--- src/sv/xcqi_pkg.sv ---
package xcqi_pkg;

  localparam int unsigned QUEUE_DEPTH_DEF = 8;
  localparam int unsigned MAX_SOURCES_DEF = 16;
  localparam int unsigned FIFO_DEPTH      = 2;
  localparam int unsigned NSRC_W          = 5;
  localparam int unsigned GO_W            = 5;
  localparam logic [GO_W-1:0] GO_BIT_RESET = 5'd31;

  localparam logic RK_WORD   = 1'b0;
  localparam logic RK_REPORT = 1'b1;

  typedef enum logic [1:0] {
    RT_HEADER = 2'd0,
    RT_SOURCE = 2'd1,
    RT_DONE   = 2'd2
  } req_type_e;

  typedef enum logic [1:0] {
    ST_OK       = 2'd0,
    ST_FULL     = 2'd1,
    ST_TOO_MANY = 2'd2,
    ST_SPURIOUS = 2'd3
  } status_e;

  typedef enum logic [2:0] {
    BS_IDLE,
    BS_TAG,
    BS_LEN,
    BS_SRC,
    BS_DEST,
    BS_REPORT
  } back_state_e;

  typedef struct packed {
    logic [1:0]        req_type;
    logic [31:0]       dest_addr;
    logic [31:0]       byte_length;
    logic [NSRC_W-1:0] num_sources;
    logic [31:0]       src_addr;
    logic [15:0]       req_tag;
  } req_t;

  typedef struct packed {
    logic        result_kind;
    logic [31:0] fifo_word;
    logic [1:0]  done_status;
    logic [15:0] done_tag;
    logic        last_of_run;
  } rsp_t;

  typedef struct packed {
    logic [31:0]       dest;
    logic [31:0]       length;
    logic [NSRC_W-1:0] count;
    logic [15:0]       tag;
  } meta_t;

  typedef struct packed {
    logic        issue;
    logic        report;
    logic        tag_from_ring;
    status_e     status;
    logic [15:0] tag;
  } cmd_t;

endpackage

--- src/sv/xcqi_ring.sv ---
module xcqi_ring #(
  parameter int unsigned QUEUE_DEPTH = 8,
  parameter int unsigned MAX_SOURCES = 16,
  localparam int unsigned IdxW = $clog2(QUEUE_DEPTH),
  localparam int unsigned SaW  = $clog2(QUEUE_DEPTH * MAX_SOURCES)
) (
  input  logic                  clk_i,
  input  logic                  meta_we_i,
  input  logic [IdxW-1:0]       meta_waddr_i,
  input  xcqi_pkg::meta_t       meta_wdata_i,
  input  logic [IdxW-1:0]       meta_raddr_i,
  output xcqi_pkg::meta_t       meta_rdata_o,
  input  logic                  src_we_i,
  input  logic [SaW-1:0]        src_waddr_i,
  input  logic [31:0]           src_wdata_i,
  input  logic [SaW-1:0]        src_raddr_i,
  output logic [31:0]           src_rdata_o
);
  import xcqi_pkg::*;

  meta_t       meta_mem [QUEUE_DEPTH];
  logic [31:0] src_mem  [QUEUE_DEPTH * MAX_SOURCES];

  always_ff @(posedge clk_i) begin
    if (meta_we_i) begin
      meta_mem[meta_waddr_i] <= meta_wdata_i;
    end
    meta_rdata_o <= meta_mem[meta_raddr_i];
  end

  always_ff @(posedge clk_i) begin
    if (src_we_i) begin
      src_mem[src_waddr_i] <= src_wdata_i;
    end
    src_rdata_o <= src_mem[src_raddr_i];
  end

endmodule

--- config.mk ---
export PLATFORM = sky130hd
export DESIGN_NAME = xcqi_ring
export DESIGN_NICKNAME = d
export VERILOG_FILES = /design/src/sv/xcqi_pkg.sv /design/src/sv/xcqi_ring.sv
export SDC_FILE = /design/constraint.sdc
export NUM_CORES = 2
export LEC_CHECK = 0
export BUFFER_PORTS_ARGS = -buffer_cell sky130_fd_sc_hd__buf_2
export CORE_ASPECT_RATIO = 0.7
export CORE_MARGIN = 2
export CORE_UTILIZATION = 40
export DETAILED_ROUTE_END_ITERATION = 12
export PLACE_DENSITY = 0.66
export REMOVE_ABC_BUFFERS = 1
export SKIP_LAST_GASP = 1
export SYNTH_ARGS = -nofsm -noshare
export SYNTH_HDL_FRONTEND = slang
export SYNTH_MEMORY_MAX_BITS = 65536
export SYNTH_SLANG_ARGS = --single-unit
--- constraint.sdc ---
create_clock -name clk_i -period 11.1 [get_ports clk_i]
set_input_delay 1.11 -clock clk_i [delete_from_list [all_inputs] [get_ports clk_i]]
set_output_delay 1.11 -clock clk_i [all_outputs]
set_load 0.05 [all_outputs]
==> results.py <==
metrics = {
    "cts": {
        "ctsResizeCount": 0,
        "cts-buffers-inserted": 435,
        "cts_tree": "done",
        "htree_num_levels": 5,
        "clk_pin_slew_ps": 70,
        "cts.sinks": 4893,
        "cts_buffer_depth": 4,
        "clockRootBuffer": "clkbuf_16",
        "cts_setup_buffers": 0,
        "clock_latency_ps": 1040,
        "postCtsHoldBufs": 0,
    },
    "synthesis": {
        "syn_area_um2": 183000,
        "synthCells": 7063,
        "ys_warn_count": 0,
        "postSynthAreaPerCell_um2": 26.0,
        "synth.distinct_cells": 17,
        "yosysSeqAreaShare_pct": 79.5,
        "ys_seq_elements": 4893,
    },
    "finish": {
        "multi_input_area_um2": 37200,
        "area_growth_pct": 13.5,
        "nFillCells": 36600,
        "area.sequential_um2": 146000,
        "final_common_cell": "edfxtp_1",
        "layout-drive-gt1-share_pct": 35.9,
        "nNetsFinal": 7763,
        "layout_common_cells": "edfxtp_1 (4776), mux4_2 (1514), clkbuf_16 (437), buf_4 (249), buf_2 (214)",
    },
    "power_and_ir_drop": {
        "ir_drop_uv": 169,
        "powerDensity_nw_per_um2": 181,
        "p_leak_nw": 63.4,
    },
    "outcome": {
        "status": "complete, no violations",
    },
    "sta": {
        "fmax_mhz": 214,
        "finalSetupViolCount": 0,
        "tightestPinTransition_ps": 1490,
        "rsz0062_at_grt": "false",
        "period_share_pct": 42.1,
        "hold_slack_ps": 360,
        "drv_slew": 0,
        "relSlewSlack_pct": 0.362,
        "finalCriticalPeriod_ps": 4680,
        "final-hold-violation-count": 0,
        "fin_skew_ps": 85.3,
        "timing.setup.tns_ps": 0,
    },
    "route": {
        "vias": 83700,
        "wl_per_cell_um": 33.4,
        "viasPerCell": 5.93,
        "antenna_left": 0,
        "drtIter0Drc": 12900,
        "first_pass_iters": 7,
        "drc": 0,
        "totalWireLength_um": 472000,
    },
    "setup_path": {
        "crit_required_ps": 11970,
        "critical_path.cell_chain": "buf_12 -> buf_4 -> buf_4 -> mux4_2 -> mux4_2 -> mux4_2 -> mux2_2",
        "cp-start-kind": "input port",
        "cp_common_cell": "mux4_2",
        "crit_path_max_fanout": 87,
        "slowest_delay_ps": 920,
        "arrival_ps": 5550,
        "crit_family": "buffers and inverters",
        "critical_path.slowest_cell": "buf_4",
        "worstSetupPathType": "in -> reg",
        "path_buf_inv": 3,
        "cp-end-kind": "flop",
    },
    "floorplan": {
        "rows": 207,
        "core_um2": 455000,
        "dieArea_um2": 464000,
        "die_height_um": 570,
        "pin_count": 257,
        "start_util_pct": 40.3,
        "die_x_um": 813,
    },
    "place": {
        "dpl.hpwl_um": 249000,
        "globalplace.congestion": 0.797,
        "port_buffers": 256,
    },
    "global_route": {
        "track_usage_pct": 19.9,
        "grt_max_degree": 147,
        "grt_overflow": 0,
        "grt_pass1_wl_um": 649000,
        "grt_pass1_vias": 82400,
        "antenna_found_initial": 84,
    },
    "hold_path": {
        "hp-class": "in -> reg",
    },
    "flow_run": {
        "maxCapViolations": 0,
    },
}
## sequential cells by signal, indices dropped and copies added, names as in the netlist
name and count:
meta_mem 680, src_rdata_o 32, meta_rdata_o 85, src_mem 4096
## layer usage
layer	vias to the layer above	share of wire [%]	global-route usage [%]
met5	-	0.093	0
met4	62	2.5	5.15
met3	737	13	5.81
met2	5153	45	29.5
met1	45700	40	29.1
li1	32100	-	-
## power by group
part           internal [mW]  leakage (nW)  switching, mW
Sequential              20.5          44.0          0.104
Combinational          0.754          12.6           1.34
Clock                   8.31          6.87           6.70
Total                   29.5          63.4           8.14
## synthesized netlist by cell type
library cell	n	area (µm²)
nand2b_1	5	31.3
nand3_1	10	50.1
nor2b_1	7	43.8
nand4_1	3	18.8
buf_4	1	7.51
clkbuf_1	206	773
nor2_1	135	507
nand4b_1	1	8.76
buf_6	2	22.5
nand2_1	14	52.6
buf_2	72	360
dfxtp_1	117	2340
edfxtp_1	4776	143000
mux2_2	117	1320
nor3_1	4	20.0
buf_1	79	297
mux4_2	1514	34100
## final timing paths
kind | startpoint | endpoint | slack (ps) | cells past startpoint
setup reg to reg | src_mem[95][20] | src_rdata_o[20] | 8370 | 4
setup / recovery | src_raddr_i[0] | src_rdata_o[24] | 6420 | 7
hold / removal | meta_wdata_i[24] | meta_mem[0][24] | 360 | 1
hold reg to reg | meta_mem[0][30] | meta_rdata_o[30] | 610 | 2
## cell type report
type / instances / area share, %
Timing Repair Buffer: 483 / 1.59
Clock buffer: 567 / 5.61
Tap cell: 6061 / 3.64
Clock inverter: 241 / 1.15
Multi-Input combinational cell: 1810 / 17.9
Antenna cell: 61 / 0.0734
Sequential cell: 4893 / 70.1
## per-stage QoR
stage | std cells | worst slack [ps] | cell area [µm²] | total power [mW] | utilization, %
CTS | 14100 | 6380 | 208000 | 37.9 | 45.7
global placement | 13200 | 5380 | 194000 | 23.0 | 42.6
floorplan | 6703 | 3420 | 182000 | 21.9 | -
finish | 14100 | 6420 | 208000 | 37.7 | 45.7
global route | 14100 | 6150 | 208000 | 38.7 | 45.7
detailed placement | 13200 | 5310 | 194000 | 23.1 | 42.6
## cell families (layout without fill, tap and decap cells)
family	count (synthesis)	count (layout)	synth area share, %
mux	1631	1631	19.3
simple gates	179	179	0.399
other cells	0	61	0
buf+inv	360	1291	0.796
flops	4893	4893	79.5
Power figures use the tool's default switching activity.
