File: src/sv/xcqi_fifo.sv
module xcqi_fifo #(
  parameter int unsigned W     = 8,
  parameter int unsigned DEPTH = 2,
  localparam int unsigned PtrW = (DEPTH > 1) ? $clog2(DEPTH) : 1,
  localparam int unsigned CntW = $clog2(DEPTH + 1)
) (
  input  logic         clk_i,
  input  logic         rst_ni,
  input  logic         push_i,
  input  logic [W-1:0] wdata_i,
  input  logic         pop_i,
  output logic [W-1:0] rdata_o,
  output logic         empty_o
);

  logic [W-1:0]    mem_q [DEPTH];
  logic [PtrW-1:0] wr_q, wr_d, rd_q, rd_d;
  logic [CntW-1:0] cnt_q, cnt_d;

  function automatic logic [PtrW-1:0] next_ptr(input logic [PtrW-1:0] p);
    return (p == PtrW'(DEPTH - 1)) ? '0 : p + 1'b1;
  endfunction

  always_comb begin
    wr_d  = push_i ? next_ptr(wr_q) : wr_q;
    rd_d  = pop_i ? next_ptr(rd_q) : rd_q;
    cnt_d = cnt_q;
    if (push_i && !pop_i) begin
      cnt_d = cnt_q + 1'b1;
    end else if (pop_i && !push_i) begin
      cnt_d = cnt_q - 1'b1;
    end
  end

  always_ff @(posedge clk_i or negedge rst_ni) begin
    if (!rst_ni) begin
      wr_q  <= '0;
      rd_q  <= '0;
      cnt_q <= '0;
    end else begin
      wr_q  <= wr_d;
      rd_q  <= rd_d;
      cnt_q <= cnt_d;
    end
  end

  always_ff @(posedge clk_i) begin
    if (push_i) begin
      mem_q[wr_q] <= wdata_i;
    end
  end

  assign rdata_o = mem_q[rd_q];
  assign empty_o = (cnt_q == '0);

endmodule

File: config.mk
export PLATFORM = sky130hd
export DESIGN_NAME = xcqi_fifo
export DESIGN_NICKNAME = d
export VERILOG_FILES = /design/src/sv/xcqi_fifo.sv
export SDC_FILE = /design/constraint.sdc
export NUM_CORES = 1
export LEC_CHECK = 0
export ABC_CLOCK_PERIOD_IN_PS = 2500
export BUFFER_PORTS_ARGS = -buffer_cell sky130_fd_sc_hd__buf_2
export CAP_MARGIN = 20
export CORE_MARGIN = 2
export CORE_UTILIZATION = 52
export CTS_CLUSTER_DIAMETER = 200
export DETAILED_ROUTE_END_ITERATION = 10
export GPL_ROUTABILITY_DRIVEN = 0
export PLACE_DENSITY = 0.79
export RECOVER_POWER = 25
export SLEW_MARGIN = 20
export SYNTH_ARGS = -nofsm -noshare
export SYNTH_HDL_FRONTEND = slang
export SYNTH_SLANG_ARGS = --single-unit
File: constraint.sdc
create_clock -name clk_i -period 2.5 [get_ports clk_i]
set_clock_uncertainty 0.05 [all_clocks]
set_input_delay 0.375 -clock clk_i [delete_from_list [all_inputs] [get_ports clk_i]]
set_output_delay 0.375 -clock clk_i [all_outputs]
set_load 0.01 [all_outputs]
==> impl_metrics.tcl, run 1 <==
set metrics [dict create \
    finalSetupViolCount 0 \
    vias_per_cell 4.886 \
    insertion_delay_ns 0.28 \
    cts_root_buf "clkbuf_4" \
    routedWlPerCell_um 13.37 \
    dpl.cell_count 74 \
    cp_max_fo 9 \
    io_buffers 20 \
    stdcell_count 79 \
    hp-class "input pin to flop" \
    hold_viol_final 0 \
    fp.dieW_um 42.28 \
    status "complete, no violations" \
    synth-seq-cells 20 \
    power_density_nw_per_um2 1024 \
    syn-num-nets 53 \
    reg2reg_depth 1 \
    hpwl_um 815.1 \
    synth_xor_xnor_area_share 0.05747 \
    cp_data_arrival_time_ns 1.38 \
    holdPathEnd "rd_q" \
    synthSimpleGateAreaFrac 0.02627 \
    cts.sinks 20 \
    synthAdderAreaFrac 0.01642 \
    r2r-start "wr_q" \
    rows 13 \
    ir_worst_vdd_uv 548.7 \
    grt_antenna_before_repair 0 \
    yosys_warnings 0 \
    min_from "pop_i" \
    first_global_vias 404 \
    p_leak_nw 0.3643 \
    end_kind "output port" \
    num_antenna_cells 0 \
    final_cell_mix "buf_2, edfxtp_1, mux2_2" \
    rsz0062_at_grt "false" \
    slowest_delay_ns 0.59 \
    grt_max_degree 12 \
    synthCells 40 \
    crit_chain "mux2_2, buf_2" \
    start_kind "flop" \
    slew_viol_final 0 \
    dpl_worst_slack_ns 1.008 \
    vias 386 \
    synth_cell_type_count 11 \
    period_share 0.7237 \
    drt_pass1_iterations 1 \
    htreeDepth 1 \
    synth-seq-area-share 0.7619 \
    worst_slack_ns 0.6906 \
    cts_buffer_depth 2 \
    crit_start "rd_q" \
    grt-ovfl-total 0 \
    drive_above_1_share 0.4375 \
    worst-path-buf-inv 1 \
    cts_setup_buffers 0 \
    drtIter0Drc 0 \
    worstReg2RegEnd "mem_q[0][7]" \
    nFillCells 107 \
    dieArea_um2 1788 \
    io_pins 21 \
    synth_area_um2 762.0 \
    cp_slowest_cell "dfrtp_1" \
    die_h_um 42.28 \
    fin_crit_ns 1.809 \
    tightest_slew_ns 0.6682 \
    synth_top_family_by_area "multiplexers" \
    cp.depth 2 \
    cts_tree "yes" \
    synthMuxAreaShare 0.1182 \
    grt_pass1_wl_um 1787 \
    drtAntennaViolNets 0 \
    cts_made_buffers 3 \
    nets 78 \
    synth-compound-area-share 0 \
    reg2reg_slack_ns 1.14 \
    area_growth_pct 19.54 \
    wl_um 1056 \
    worstSetupPathType "flop to output port" \
    syn_area_per_cell_um2 19.05 \
    fin_tns_setup_ns 0 \
    slew_headroom 0.5536 \
    drc 0 \
    coreArea_um2 1334 \
    fmaxAchievable_mhz 552.7 \
    track_usage 0.1380 \
    cts.clk_slew.worst_paths_ns 0.10 \
    crit_family "flip-flops" \
    required_ns 2.08 \
    min_path_cells 2 \
    drv_cap 0 \
    initial_utilization 0.5713 \
]
how the worst max path moves through the flow:
stage | to | slack (ns)
6_report | rdata_o[6] | 0.69
3_3_place_gp | rdata_o[4] | 1.03
5_1_grt | rdata_o[7] | 0.60
3_5_place_dp | mem_q[0][7] | 1.01
4_1_cts | rdata_o[6] | 0.68
2_1_floorplan | rdata_o[0] | 1.27
cell families (layout without fill, tap and decap cells):
family	Yosys count	after routing
adder cells (fa/ha/maj)	1	1
flip-flops	20	20
buffers and inverters	2	26
multiplexers	8	8
XOR/XNOR	5	5
AND/OR/NAND/NOR	4	4
final cells by class:
type	count	area [um2]	share of cell area
Sequential cell	20	580.6	0.6374
Clock buffer	4	36.28	0.03984
Timing Repair Buffer	21	105.1	0.1154
Tap cell	15	18.77	0.02060
Multi-Input combinational cell	18	166.4	0.1827
Inverter	1	3.754	0.004121
power by group:
part / total [W] / switching [W] / internal (W)
Sequential: 0.000514 / 0.0000608 / 0.000453
Clock: 0.000172 / 0.0000833 / 0.0000885
Combinational: 0.000248 / 0.000113 / 0.000134
registers in the layout (all words and copies together), names as in the netlist:
signal and count:
cnt_q 2, mem_q 16, rd_q 1, wr_q 1
cells in the mapped netlist:
cell | number | area, um2
edfxtp_1 | 16 | 480.5
mux2_2 | 8 | 90.09
dfrtp_1 | 4 | 100.1
xor2_1 | 4 | 35.03
nor2_1 | 2 | 7.510
and2_1 | 1 | 6.260
buf_6 | 1 | 11.26
ha_1 | 1 | 12.51
inv_1 | 1 | 3.750
nor2b_1 | 1 | 6.260
xnor2_1 | 1 | 8.760
metal layers:
metal,part of all wire,vias up,GRT usage
li1,-,193,-
met1,0.39,182,0.1559
met3,0.057,0,0.04310
met4,0,0,0.01875
met2,0.55,11,0.2585
met5,0,-,0
stage by stage:
stage	hold slack [ns]	power [W]	instance area, um2	utilization
6_report	0.2276	0.0009330	910.9	0.6829
5_1_grt	0.2108	0.0009908	910.9	0.6829
2_1_floorplan	0.02941	0.0006919	762.0	-
4_1_cts	0.2239	0.0009434	915.9	0.6867
3_5_place_dp	0.1353	0.0007704	869.6	0.6520
3_3_place_gp	0.1368	0.0007623	869.6	0.6520
repair_timing:
action,in CTS,in global routing
gates resized for setup,0,0
setup endpoints to repair,0,0
hold buffers,1,0
hold endpoints to repair,4,0
Note: power is estimated with default switching activity, not from simulation.
==> run 2, diff against run 1 <==
--- a/config.mk
+++ b/config.mk
@@ -5,15 +5,16 @@
 export SDC_FILE = /design/constraint.sdc
 export NUM_CORES = 1
 export LEC_CHECK = 0
-export ABC_CLOCK_PERIOD_IN_PS = 2500
+export ABC_AREA = 1
+export ABC_CLOCK_PERIOD_IN_PS = 1800
 export BUFFER_PORTS_ARGS = -buffer_cell sky130_fd_sc_hd__buf_2
 export CAP_MARGIN = 20
 export CORE_MARGIN = 2
-export CORE_UTILIZATION = 52
+export CORE_UTILIZATION = 49
 export CTS_CLUSTER_DIAMETER = 200
 export DETAILED_ROUTE_END_ITERATION = 10
 export GPL_ROUTABILITY_DRIVEN = 0
-export PLACE_DENSITY = 0.79
+export PLACE_DENSITY = 0.75
 export RECOVER_POWER = 25
 export SLEW_MARGIN = 20
 export SYNTH_ARGS = -nofsm -noshare
==> constraint.sdc (replaced) <==
create_clock -name clk_i -period 1.8 [get_ports clk_i]
set_clock_uncertainty 0.05 [all_clocks]
set_input_delay 0.27 -clock clk_i [delete_from_list [all_inputs] [get_ports clk_i]]
set_output_delay 0.27 -clock clk_i [all_outputs]
set_load 0.01 [all_outputs]
==> run 2 against run 1 <==
First-iteration DRC count is 6 higher. Power rose by 44%. Critical path type unchanged. Sequential cell count is the same. Count of clock-buffer cells in the layout fell by 1. Worst hold slack worse by 0.12 ns. Routed wire length fell by 0.85%. Synthesized cell count rose by 23%.
==> impl_metrics.tcl, run 2 <==
set metrics [dict create \
    status "complete, no violations" \
    period_share 0.8945 \
    die_h_um 44.77 \
    cts_made_buffers 3 \
    fin_crit_ns 1.610 \
    synthCells 49 \
    wl_um 1047 \
    required_ns 1.48 \
    io_pins 21 \
    p_leak_nw 0.4390 \
    grt_max_degree 12 \
    synth_edf_count 16 \
    fp.dieW_um 44.77 \
    cts.clk_slew.worst_paths_ns 0.10 \
    synthFlopType "edfxtp_1" \
    endpoint "rdata_o[7]" \
    cp_slowest_cell "dfrtp_2" \
    end_kind "output port" \
    yosys_warnings 0 \
    track_usage 0.1230 \
    rsz0062_at_grt "false" \
    cts.sinks 20 \
    synth_top_cell_by_area "edfxtp_1" \
    power_density_nw_per_um2 1390 \
    ir_worst_vdd_uv 810.2 \
    grt_antenna_before_repair 0 \
    hold_viol_final 0 \
    hpwl_um 763.1 \
    tightest_slew_ns 0.3106 \
    drtIter0Drc 6 \
    syn_area_per_cell_um2 16.62 \
    start_kind "flop" \
    multiInputGateArea_um2 196.4 \
    synth_area_um2 814.5 \
    drt_pass1_iterations 2 \
    drc 0 \
    nets 88 \
    drive_above_1_share 0.4324 \
    cp_data_arrival_time_ns 1.29 \
    synth.top_cells.by_count "edfxtp_1, mux2_4, inv_1" \
    num_antenna_cells 0 \
    initial_utilization 0.5345 \
    reg2reg_depth 2 \
    worstSetupPathType "flop to output port" \
    cts_tree "yes" \
    synthTopCellsByArea "edfxtp_1, mux2_4, dfrtp_1, inv_1, nand2_1" \
    insertion_delay_ns 0.28 \
    cts_root_buf "clkbuf_4" \
    first_global_vias 377 \
    drtAntennaViolNets 0 \
    crit_chain "mux2_4, buf_2" \
    reg2reg_slack_ns 0.74 \
    final_cell_mix "buf_2, edfxtp_1, mux2_4" \
    finalSetupViolCount 0 \
    largest_register "mem_q" \
    slowest_delay_ns 0.54 \
    htreeDepth 1 \
    worstReg2RegEnd "mem_q[1][2]" \
    async_flop_share 0.2000 \
    crit_start "rd_q" \
    r2r-start "wr_q" \
    slew_headroom 0.7927 \
    yosys.area.top_type_share 0.5899 \
    synth-seq-cells 20 \
    rows 14 \
    grt-ovfl-total 0 \
    largest_reg_flops 16 \
    grt_pass1_wl_um 1656 \
    io_buffers 20 \
    synth-seq-area-share 0.7127 \
    nFillCells 120 \
    drv_cap 0 \
    syn-num-nets 62 \
    reg_top3 "mem_q: 16 flops, cnt_q: 2 flops" \
    slew_viol_final 0 \
    vias_per_cell 4.689 \
    vias 422 \
    fin_area_um2 967.2 \
    yosys.cell_count.top_type "edfxtp_1" \
    seqCellArea_um2 581.8 \
    placed_area_um2 930.9 \
    fin_tns_setup_ns 0 \
    fmaxAchievable_mhz 621.1 \
    cts_buffer_depth 2 \
    hp-class "input pin to flop" \
    coreArea_um2 1524 \
    area_growth_pct 18.74 \
    synth_cell_type_count 12 \
    dieArea_um2 2004 \
    routedWlPerCell_um 11.63 \
    final_common_cell "buf_2" \
    cp_max_fo 9 \
]
run 2: cell types whose count changed after synthesis, sizes merged:
cell   change
inv        +6
and2       -1
nand4      +1
nor2b      -1
nand3      +1
xor2       -2
nand2      +5
run 2: kinds of logic (layout without fill, tap and decap cells):
family                   count (synthesis)  count (layout)  synth area share
multiplexers                             8               8            0.1475
flip-flops                              20              20            0.7128
buffers and inverters                    8              33           0.04609
AND/OR/NAND/NOR                          9               9           0.04609
XOR/XNOR                                 3               3           0.03226
adder cells (fa/ha/maj)                  1               1           0.01536
run 2: power breakdown:
part	total, W	internal [W]	switching, W
combinational	0.000414	0.000242	0.000172
clock	0.000203	0.0000805	0.000122
sequential	0.000728	0.000630	0.0000980
run 2: worst min-delay path by stage:
| stage | endpoint | cells after the start | start |
|---|---|---|---|
| finish | mem_q[1][7] | 1 | wdata_i[7] |
| global route | mem_q[1][0] | 1 | wdata_i[0] |
| CTS | mem_q[1][7] | 1 | wdata_i[7] |
| floorplan | cnt_q[0] | 0 | rst_ni |
| detailed placement | cnt_q[0] | 1 | rst_ni |
| global placement | cnt_q[0] | 1 | rst_ni |
run 2: cell type report:
cell class | instances | area share
Clock buffer | 3 | 0.02329
Clock inverter | 1 | 0.003881
Inverter | 7 | 0.02717
Multi-Input combinational cell | 21 | 0.2031
Sequential cell | 20 | 0.6016
Tap cell | 16 | 0.02070
Timing Repair Buffer | 22 | 0.1203
run 2: metal layers:
metal | global-route usage | part of all wire
met5 | 0 | 0
met1 | 0.1543 | 0.45
met4 | 0.08824 | 0
met2 | 0.1681 | 0.47
met3 | 0.05600 | 0.074
run 2: worst max-delay path: cells and delay by family, from the launching register on:
kind	cells	cell delay, ns
buf+inv	1	0.14
flops	1	0.54
mux	1	0.32
run 2: stage by stage:
stage | hold WS (ns) | total power, W | utilization | worst slack, ns | cells
floorplan | -0.07559 | 0.001034 | - | 0.6062 | 49
global placement | 0.03234 | 0.001141 | 0.6108 | 0.3656 | 85
detailed placement | 0.03439 | 0.001158 | 0.6108 | 0.3587 | 85
CTS | 0.09738 | 0.001363 | 0.6346 | 0.02057 | 90
global route | 0.08423 | 0.001433 | 0.6346 | 0.1168 | 90
finish | 0.1097 | 0.001344 | 0.6346 | 0.1899 | 90
run 2: what timing repair did:
item | 4_1_cts | 5_1_grt
endpoints found under the hold margin | 4 | 0
buffers inserted | 0 | 0
hold buffers | 1 | 0
gates resized for setup | 0 | 1
setup endpoints to repair | 0 | 8
