===== src/sv/xcqi_pkg.sv =====
package xcqi_pkg;

  localparam int unsigned QUEUE_DEPTH_DEF = 8;
  localparam int unsigned MAX_SOURCES_DEF = 16;
  localparam int unsigned FIFO_DEPTH      = 2;
  localparam int unsigned NSRC_W          = 5;
  localparam int unsigned GO_W            = 5;
  localparam logic [GO_W-1:0] GO_BIT_RESET = 5'd31;

  localparam logic RK_WORD   = 1'b0;
  localparam logic RK_REPORT = 1'b1;

  typedef enum logic [1:0] {
    RT_HEADER = 2'd0,
    RT_SOURCE = 2'd1,
    RT_DONE   = 2'd2
  } req_type_e;

  typedef enum logic [1:0] {
    ST_OK       = 2'd0,
    ST_FULL     = 2'd1,
    ST_TOO_MANY = 2'd2,
    ST_SPURIOUS = 2'd3
  } status_e;

  typedef enum logic [2:0] {
    BS_IDLE,
    BS_TAG,
    BS_LEN,
    BS_SRC,
    BS_DEST,
    BS_REPORT
  } back_state_e;

  typedef struct packed {
    logic [1:0]        req_type;
    logic [31:0]       dest_addr;
    logic [31:0]       byte_length;
    logic [NSRC_W-1:0] num_sources;
    logic [31:0]       src_addr;
    logic [15:0]       req_tag;
  } req_t;

  typedef struct packed {
    logic        result_kind;
    logic [31:0] fifo_word;
    logic [1:0]  done_status;
    logic [15:0] done_tag;
    logic        last_of_run;
  } rsp_t;

  typedef struct packed {
    logic [31:0]       dest;
    logic [31:0]       length;
    logic [NSRC_W-1:0] count;
    logic [15:0]       tag;
  } meta_t;

  typedef struct packed {
    logic        issue;
    logic        report;
    logic        tag_from_ring;
    status_e     status;
    logic [15:0] tag;
  } cmd_t;

endpackage


===== src/sv/xcqi_back.sv =====
module xcqi_back #(
  parameter int unsigned QUEUE_DEPTH = 8,
  parameter int unsigned MAX_SOURCES = 16,
  localparam int unsigned IdxW = $clog2(QUEUE_DEPTH),
  localparam int unsigned SaW  = $clog2(QUEUE_DEPTH * MAX_SOURCES)
) (
  input  logic                      clk_i,
  input  logic                      rst_ni,
  input  logic [xcqi_pkg::GO_W-1:0] go_i,
  input  logic                      fifo_empty_i,
  input  xcqi_pkg::cmd_t            head_cmd_i,
  input  logic [IdxW-1:0]           head_issue_idx_i,
  input  logic [IdxW-1:0]           head_tag_idx_i,
  output logic                      pop_o,
  output logic [IdxW-1:0]           meta_raddr_o,
  input  xcqi_pkg::meta_t           meta_rdata_i,
  output logic [SaW-1:0]            src_raddr_o,
  input  logic [31:0]               src_rdata_i,
  output logic                      active_o,
  output logic                      rsp_valid_o,
  output xcqi_pkg::rsp_t            rsp_o
);
  import xcqi_pkg::*;

  back_state_e       state_q, state_d;
  cmd_t              cmd_q, cmd_d;
  logic [IdxW-1:0]   idx_q, idx_d;
  logic [15:0]       tag_q, tag_d;
  logic [31:0]       dest_q, dest_d;
  logic [NSRC_W-1:0] left_q, left_d;
  logic [SaW-1:0]    ptr_q, ptr_d, base;
  logic              valid_q, valid_d;
  rsp_t              rsp_q, rsp_d;

  assign base = SaW'(idx_q) * SaW'(MAX_SOURCES);

  always_comb begin
    state_d      = state_q;
    cmd_d        = cmd_q;
    idx_d        = idx_q;
    tag_d        = tag_q;
    dest_d       = dest_q;
    left_d       = left_q;
    ptr_d        = ptr_q;
    pop_o        = 1'b0;
    meta_raddr_o = idx_q;
    src_raddr_o  = ptr_q;
    valid_d      = 1'b0;
    rsp_d        = '0;

    unique case (state_q)
      BS_IDLE: begin
        meta_raddr_o = head_cmd_i.tag_from_ring ? head_tag_idx_i : head_issue_idx_i;
        if (!fifo_empty_i) begin
          pop_o = 1'b1;
          cmd_d = head_cmd_i;
          idx_d = head_issue_idx_i;
          if (head_cmd_i.tag_from_ring) begin
            state_d = BS_TAG;
          end else if (head_cmd_i.issue) begin
            state_d = BS_LEN;
          end else begin
            state_d = BS_REPORT;
          end
        end
      end
      BS_TAG: begin
        tag_d   = meta_rdata_i.tag;
        state_d = cmd_q.issue ? BS_LEN : BS_REPORT;
      end
      BS_LEN: begin
        valid_d           = 1'b1;
        rsp_d.result_kind = RK_WORD;
        rsp_d.fifo_word   = {2'b00, meta_rdata_i.length[31:2]};
        dest_d            = meta_rdata_i.dest;
        left_d            = meta_rdata_i.count;
        src_raddr_o       = base;
        ptr_d             = base + 1'b1;
        state_d           = (meta_rdata_i.count == '0) ? BS_DEST : BS_SRC;
      end
      BS_SRC: begin
        valid_d           = 1'b1;
        rsp_d.result_kind = RK_WORD;
        rsp_d.fifo_word   = {2'b00, src_rdata_i[31:2]};
        ptr_d             = ptr_q + 1'b1;
        left_d            = left_q - 1'b1;
        if (left_q == NSRC_W'(1)) begin
          state_d = BS_DEST;
        end
      end
      BS_DEST: begin
        valid_d           = 1'b1;
        rsp_d.result_kind = RK_WORD;
        rsp_d.fifo_word   = {2'b00, dest_q[31:2]} | (32'd1 << go_i);
        rsp_d.last_of_run = !cmd_q.report;
        state_d           = cmd_q.report ? BS_REPORT : BS_IDLE;
      end
      BS_REPORT: begin
        valid_d           = 1'b1;
        rsp_d.result_kind = RK_REPORT;
        rsp_d.done_status = cmd_q.status;
        rsp_d.done_tag    = cmd_q.tag_from_ring ? tag_q : cmd_q.tag;
        rsp_d.last_of_run = 1'b1;
        state_d           = BS_IDLE;
      end
      default: state_d = BS_IDLE;
    endcase
  end

  always_ff @(posedge clk_i or negedge rst_ni) begin
    if (!rst_ni) begin
      state_q <= BS_IDLE;
      cmd_q   <= '0;
      valid_q <= 1'b0;
    end else begin
      state_q <= state_d;
      cmd_q   <= cmd_d;
      valid_q <= valid_d;
    end
  end

  always_ff @(posedge clk_i) begin
    idx_q  <= idx_d;
    tag_q  <= tag_d;
    dest_q <= dest_d;
    left_q <= left_d;
    ptr_q  <= ptr_d;
    rsp_q  <= rsp_d;
  end

  assign active_o    = (state_q != BS_IDLE);
  assign rsp_valid_o = valid_q;
  assign rsp_o       = rsp_q;

endmodule


===== config.mk =====
export PLATFORM = sky130hd
export DESIGN_NAME = xcqi_back
export DESIGN_NICKNAME = d
export VERILOG_FILES = /design/src/sv/xcqi_pkg.sv /design/src/sv/xcqi_back.sv
export SDC_FILE = /design/constraint.sdc
export NUM_CORES = 1
export LEC_CHECK = 0
export ABC_AREA = 1
export BUFFER_PORTS_ARGS = -buffer_cell sky130_fd_sc_hd__buf_2
export CORE_MARGIN = 2
export CORE_UTILIZATION = 45
export CTS_BUF_LIST = sky130_fd_sc_hd__clkbuf_16
export DETAILED_ROUTE_END_ITERATION = 8
export GPL_TIMING_DRIVEN = 1
export PLACE_DENSITY = 0.71
export SYNTH_ARGS = -nofsm -noshare
export SYNTH_HDL_FRONTEND = slang
export SYNTH_SLANG_ARGS = --single-unit

===== constraint.sdc =====
create_clock -name clk_i -period 5.7 [get_ports clk_i]
set_input_delay 0.57 -clock clk_i [delete_from_list [all_inputs] [get_ports clk_i]]
set_output_delay 0.57 -clock clk_i [all_outputs]
set_load 0.05 [all_outputs]

==> impl_metrics.csv, run 1 <==
group,metric,value,unit
outcome,status,"finished, final reports clean",
die,die_w,114.9,um
routing,antenna_left,0,
power_and_ir_drop,power.leakage,3.485,nW
setup_path,crit_path_end_kind,"output port",
global_routing,gr-total-overflow,0,
routing,via_count,4758,
global_routing,track_usage,21.11,%
yosys,synth.distinct_cells,32,
clock_tree,htreeDepth,4,
power_and_ir_drop,p_per_area,555.3,nW/um^2
sta,period_needed,3.109,ns
finish,drive_gt1_share,30.82,%
routing,remaining_drc_errors,0,
power_and_ir_drop,ir_worst_vdd,240.0,uV
sta,rsz0062_at_grt,"no",
sta,slew_violations,0,
die,die_height,114.9,um
clock_tree,post_cts_buffers,0,
setup_path,cp-startpoint,"state_q[0]",
yosys,synth_top_family_by_area,"simple AND/OR/NAND/NOR gates",
die,ioPinCount,217,
finish,syn2layout_area_growth,30.03,%
setup_path,crit_arrival,2.54,ns
sta,worst_slack,2.591,ns
global_routing,antenna_found_initial,0,
global_routing,grt_max_degree,40,
clock_tree,clk_pin_slew,0.06,ns
sta,fin_setup_tns,0,ns
yosys,synth_fp_nets,747,
clock_tree,cts_max_path_buffers,2,
yosys,synth-simple-area-share,23.36,%
finish,fillers,1077,
clock_tree,clockRootBuffer,"clkbuf_16",
setup_path,cp-start-kind,"flip-flop",
die,coreArea,12010,um^2
yosys,syn-instance-count,592,
sta,fin_skew,0.006265,ns
clock_tree,cts_made_buffers,17,
setup_path,crit_top_cell,"inv_2",
yosys,synth_compound_area_share,6.643,%
die,fp-row-count,40,
sta,finalCritPeriodShare,54.54,%
yosys,synth_seq_area_share,63.17,%
clock_tree,clock_latency,0.42,ns
setup_path,timing.rr.start,"state_q[2]",
setup_path,crit_type,"flip-flop to output port",
yosys,avgSynthCellArea,9.354,um^2
finish,antennaDiodeCount,0,
placement,gp_congestion,0.8062,
sta,setup_viol_count_final,0,
yosys,synth-xor-area-share,0.4745,%
global_routing,grt_first_pass_wirelength,21340,um
setup_path,slowest_delay,0.66,ns
routing,first_iter_violations,301,
sta,hold_viol_final,0,
placement,dp_hpwl,10300,um
routing,drt_first_pass_iters,4,
sta,clock.fmax,321.7,MHz
setup_path,critPathMaxFanout,24,
clock_tree,cts_repair_resize_count,0,
setup_path,critPathRequiredTime,5.13,ns
finish,nets,951,
yosys,syn-cell-area,5538,um^2
yosys,ys_ff_latch,138,
yosys,muxShareOfSynthArea,0,%
job,max_cap_viol_count,0,
yosys,synthAdderAreaFrac,0.6778,%
routing,via_per_inst,4.982,
clock_tree,cts_sinks,138,
routing,wire_per_inst,14.61,um
placement,pre_cts_ws,3.007,ns
routing,drt_wl_total,13960,um
global_routing,first_global_vias,4590,
clock_tree,cts_tree,"yes",
die,start_util,46.10,%
placement,io_buffer_count,210,
die,dieArea,13210,um^2
setup_path,slowest_stage,"or2_1",
yosys,ys_warn_count,0,
clock_tree,hold_buffers,0,
sta,hold_slack,0.1522,ns
sta,slew_headroom,39.10,%
power_and_ir_drop,power,3.999,mW
setup_path,crit_path_cell_trace,"inv_2 > nand2_2 > nor2_8 > inv_2 > or2_1 > clkinv_4 > buf_2",
sta,max_slew.worst_pin.slew,0.9113,ns
hold_path,hold_class,"input pin to async pin",
metrics by stage:
stage | instance area, um^2 | utilization (%) | instances
final | 7201 | 59.95 | 955
after global placement | 6645 | 55.32 | 924
after floorplan | 5538 | - | 592
after global routing | 7201 | 59.95 | 955
after detailed placement | 6645 | 55.32 | 924
after CTS | 7201 | 59.95 | 955
power breakdown:
part           internal (mW)  total, mW  switching (mW)
clock                  0.636       1.03           0.392
sequential              1.38       1.52           0.142
combinational          0.342       1.45            1.11
worst max-delay path, delay by kind of cell (launching register included):
kind / cells / cell delay [ns]
and+or+nand+nor: 3 / 0.84
DFF: 1 / 0.44
buffers and inverters: 4 / 0.84
layout by cell type (no fill, tap or decap), types with 2 or more instances in the layout:
cell type  synthesis  final
buf_2             10    210
clkinv_2           0      2
o21bai_1           3      3
dfrtp_1           25     25
nand2_1          205    205
inv_2              7      7
edfxtp_1          61     61
nand2_2            2      2
nand3_1           45     45
clkinv_1           1      5
o21ai_0           21     21
nor2_4             0      2
ha_1               3      3
xor2_1             2      2
a21oi_1           19     19
clkbuf_16          0     19
nand4_1            9      9
nor2_1            39     38
a31oi_1            4      4
inv_1             34     37
nor3_1             5      5
o21ai_1           12     12
dfxtp_1           52     52
a22oi_1            8      8
or2_0              2      2
final timing paths:
kind	end	slack, ns	cells after the start
worst min register to register	rsp_o[48]	0.46	2
worst max-delay path	pop_o	2.59	7
max in group asynchronous	cmd_q[16]	5.16	1
worst min-delay path	cmd_q[7]	0.15	1
min in group clk_i	tag_q[5]	0.32	1
worst max register to register	state_q[1]	3.46	8
Yosys cell counts, drive strengths merged:
master	number	area, um^2
a21oi	19	95.09
a22oi	8	60.06
a31oi	4	25.02
buf	15	106.4
clkbuf	11	41.29
clkinv	2	12.51
dfrtp	25	625.6
dfxtp	52	1041
edfxtp	61	1832
ha	3	37.54
inv	41	153.9
nand2	207	782.0
nand3	45	225.2
nand4	9	56.30
nor2	42	178.9
nor3	5	25.02
nor3b	1	7.510
o21ai	33	165.2
o21bai	3	22.52
or2	3	18.77
xnor2	1	8.760
xor2	2	17.52
layout make-up:
class                           count  area, um^2  share of cell area (%)
Sequential cell                   138        3498                   48.58
Timing Repair Buffer              211        1059                   14.70
Inverter                           43       166.4                   2.311
Clock buffer                       19       475.5                   6.603
Multi-Input combinational cell    385        1738                   24.14
Clock inverter                     12       80.08                   1.112
Tap cell                          147       183.9                   2.554
per-layer routing:
layer  up-vias  track usage (%)  part of all wire [%]
met5         -                0                     0
li1       2349                -                     -
met1      2177            24.07                    40
met3        27            6.220                   7.9
met2       205            36.75                    50
met4         0            9.398                   2.3
sequential cells by signal, summed over array words and instances (netlist names):
register and count:
rsp_valid_o 1, idx_q 3, cmd_q 21, rsp_o 52, dest_q 30, state_q 3, left_q 5, ptr_q 7
tag_q 16
kinds of logic after synthesis:
| logic type | after synthesis |
|---|---|
| AO/OA/AOI/OAI | 67 |
| XOR/XNOR | 3 |
| buffers and inverters | 69 |
| adder cells (fa/ha/maj) | 3 |
| AND/OR/NAND/NOR | 312 |
| flip-flops | 138 |
Note: power is estimated with default switching activity, not from simulation.
==> run 2: changes to the inputs <==
ABC_AREA = 0   (was 1)
CORE_UTILIZATION = 44   (was 45)
PLACE_DENSITY = 0.72   (was 0.71)
clock period = 2.8 ns   (was 5.7 ns; I/O delays follow)
==> run 2 against run 1 <==
Against the previous run: critical path depth shrank 4; cell count shrank 15%; via count shrank 14%; hold slack lost 0.11 ns; clock power grew 130%; wire length shrank 3.6%; clock skew grew 0.0022 ns; sequential share of layout area shrank 1.1 points; combinational power grew 130%; global-route usage shrank 1.1 points; core utilization grew 0.86 points; critical path type unchanged; critical endpoint unchanged.
==> impl_metrics.csv, run 2 <==
group,metric,value,unit
outcome,status,"finished, final reports clean",
yosys,async_flop_share,18.12,%
clock_tree,clockRootBuffer,"clkbuf_16",
yosys,yosysTopAreaCell,"edfxtp_1",
sta,setup_viol_count_final,0,
clock_tree,hold_buffers,1,
finish,syn2layout_area_growth,33.44,%
finish,antennaDiodeCount,0,
clock_tree,cts_repair_resize_count,0,
sta,hold_viol_final,0,
placement,post-place-cells,783,
routing,first_iter_violations,294,
clock_tree,cts_max_path_buffers,2,
setup_path,critPathMaxFanout,12,
hold_path,hold_class,"input pin to flip-flop",
setup_path,ff2ff_path_depth,4,
setup_path,timing.rr.start,"state_q[1]",
setup_path,crit_type,"flip-flop to output port",
setup_path,crit_arrival,2.21,ns
routing,via_count,4097,
yosys,syn-cell-area,5519,um^2
routing,via_per_inst,5.021,
sta,fin_setup_tns,0,ns
finish,nets,790,
yosys,ys_warn_count,0,
clock_tree,post_cts_buffers,0,
setup_path,cp_top_family,"simple AND/OR/NAND/NOR gates",
sta,fin_skew,0.008512,ns
yosys,synth.distinct_cells,50,
global_routing,first_global_vias,4153,
routing,remaining_drc_errors,0,
hold_path,hold_path.startpoint,"meta_rdata_i[10]",
finish,utilization,60.81,%
finish,drive_gt1_share,43.21,%
sta,slew_violations,0,
die,die_height,116.0,um
sta,period_needed,2.494,ns
yosys,synthTopCellsByCount,"edfxtp_1, dfxtp_1, mux2i_1",
finish,largest_register_ffs,52,
setup_path,crit_path_end_kind,"output port",
yosys,avgSynthCellArea,13.11,um^2
clock_tree,cts_tree,"yes",
yosys,synth_fp_nets,576,
sta,rsz0062_at_grt,"no",
setup_path,critPathRequiredTime,2.52,ns
yosys,synth_flop_cell,"edfxtp_1",
routing,drt_first_pass_iters,5,
sta,clock.fmax,400.9,MHz
routing,wire_per_inst,16.49,um
placement,gp_congestion,0.8068,
job,max_cap_viol_count,0,
finish,final_cells,816,
yosys,yosysMostFrequentCell,"edfxtp_1",
global_routing,track_usage,19.99,%
placement,io_buffer_count,210,
placement,dp_hpwl,9769,um
die,start_util,45.57,%
finish,seq_area,3500,um^2
yosys,synth_top_area_share,33.19,%
die,dieArea,13450,um^2
setup_path,worst-path-buf-inv,1,
yosys,synth.area.top_cells,"edfxtp_1, dfxtp_1, dfrtp_1, mux2i_1, mux2_2",
power_and_ir_drop,power.leakage,3.308,nW
die,ioPinCount,217,
clock_tree,clock_latency,0.41,ns
clock_tree,cts_made_buffers,17,
clock_tree,htreeDepth,4,
die,coreArea,12110,um^2
finish,layout_commonest_cell,"buf_2",
yosys,ys_ff_latch,138,
global_routing,grt_first_pass_wirelength,20080,um
power_and_ir_drop,p_per_area,1217,nW/um^2
yosys,synth_edf_count,61,
sta,slew_headroom,39.16,%
sta,finalCritPeriodShare,89.08,%
power_and_ir_drop,ir_worst_vdd,618.8,uV
clock_tree,clk_pin_slew,0.06,ns
setup_path,reg2reg_setup_slack,0.62,ns
clock_tree,cts_sinks,138,
routing,antenna_left,0,
global_routing,gr-total-overflow,0,
yosys,syn-instance-count,421,
finish,fillers,1023,
global_routing,grt_max_degree,35,
die,die_w,116.0,um
setup_path,crit_path_cell_trace,"or3_1 > nor2_4 > buf_2",
yosys,synth_seq_area_share,63.39,%
die,fp-row-count,40,
finish,multi_input_area,1858,um^2
global_routing,antenna_found_initial,1,
routing,drt_wl_total,13450,um
setup_path,slowest_delay,0.59,ns
setup_path,cp-startpoint,"state_q[1]",
setup_path,slowest_stage,"or3_1",
sta,max_slew.worst_pin.slew,0.9126,ns
hold_path,holdPathStages,1,
setup_path,path_depth,3,
finish,mostFrequentLayoutCells,"buf_2, edfxtp_1, dfxtp_1",
setup_path,cp-start-kind,"flip-flop",
[run 2: power by group]
| group | switching [mW] | internal [mW] | total, mW |
|---|---|---|---|
| registers | 0.384 | 2.89 | 3.27 |
| clock network | 0.811 | 1.51 | 2.33 |
| logic | 2.27 | 1.10 | 3.37 |
| total | 3.46 | 5.50 | 8.97 |
[run 2: kinds of logic after synthesis]
| kind of cell | synth area share (%) |
|---|---|
| flops | 63.39 |
| xor+xnor | 1.428 |
| mux | 13.81 |
| fa+ha+maj | 0.6802 |
| simple gates | 8.978 |
| compound gates | 8.774 |
| buf+inv | 2.947 |
[run 2: metrics by stage]
step / total power [mW] / setup WS [ns] / hold slack [ns] / instance area, um^2
finish: 8.965 / 0.3059 / 0.04077 / 7365
global route: 9.403 / 0.1649 / 0.01331 / 7365
CTS: 9.035 / 0.2730 / 0.01956 / 7365
detailed placement: 6.689 / 0.6179 / 0.3160 / 6716
global placement: 6.581 / 0.6698 / 0.3118 / 6716
floorplan: 5.876 / 0.3979 / -0.01559 / 5519
[run 2: area by class of cell]
type / instances / area share, %
timing repair buffer: 219 / 15.22
inverter: 10 / 0.5097
tap: 168 / 2.854
clock inverter: 11 / 1.529
clock buffer: 21 / 7.136
sequential: 138 / 47.52
multi-input combinational: 249 / 25.23
[run 2: path summary, 6_finish.rpt]
check / endpoint
hold / removal: tag_q[10]
setup / recovery: pop_o
hold reg to reg: rsp_o[46]
setup reg to reg: cmd_q[1]
min in group asynchronous: cmd_q[13]
max in group asynchronous: state_q[0]
[run 2: routing by layer]
layer / wire length [um] / vias to the layer above / global-route usage (%) / part of all wire [%]
met2: 6730 / 176 / 34.81 / 50
met4: 256 / 2 / 7.937 / 1.9
met1: 5387 / 1910 / 22.79 / 40
met3: 1066 / 25 / 6.590 / 7.9
met5: 13 / - / 0 / 0.097
li1: - / 1984 / - / -
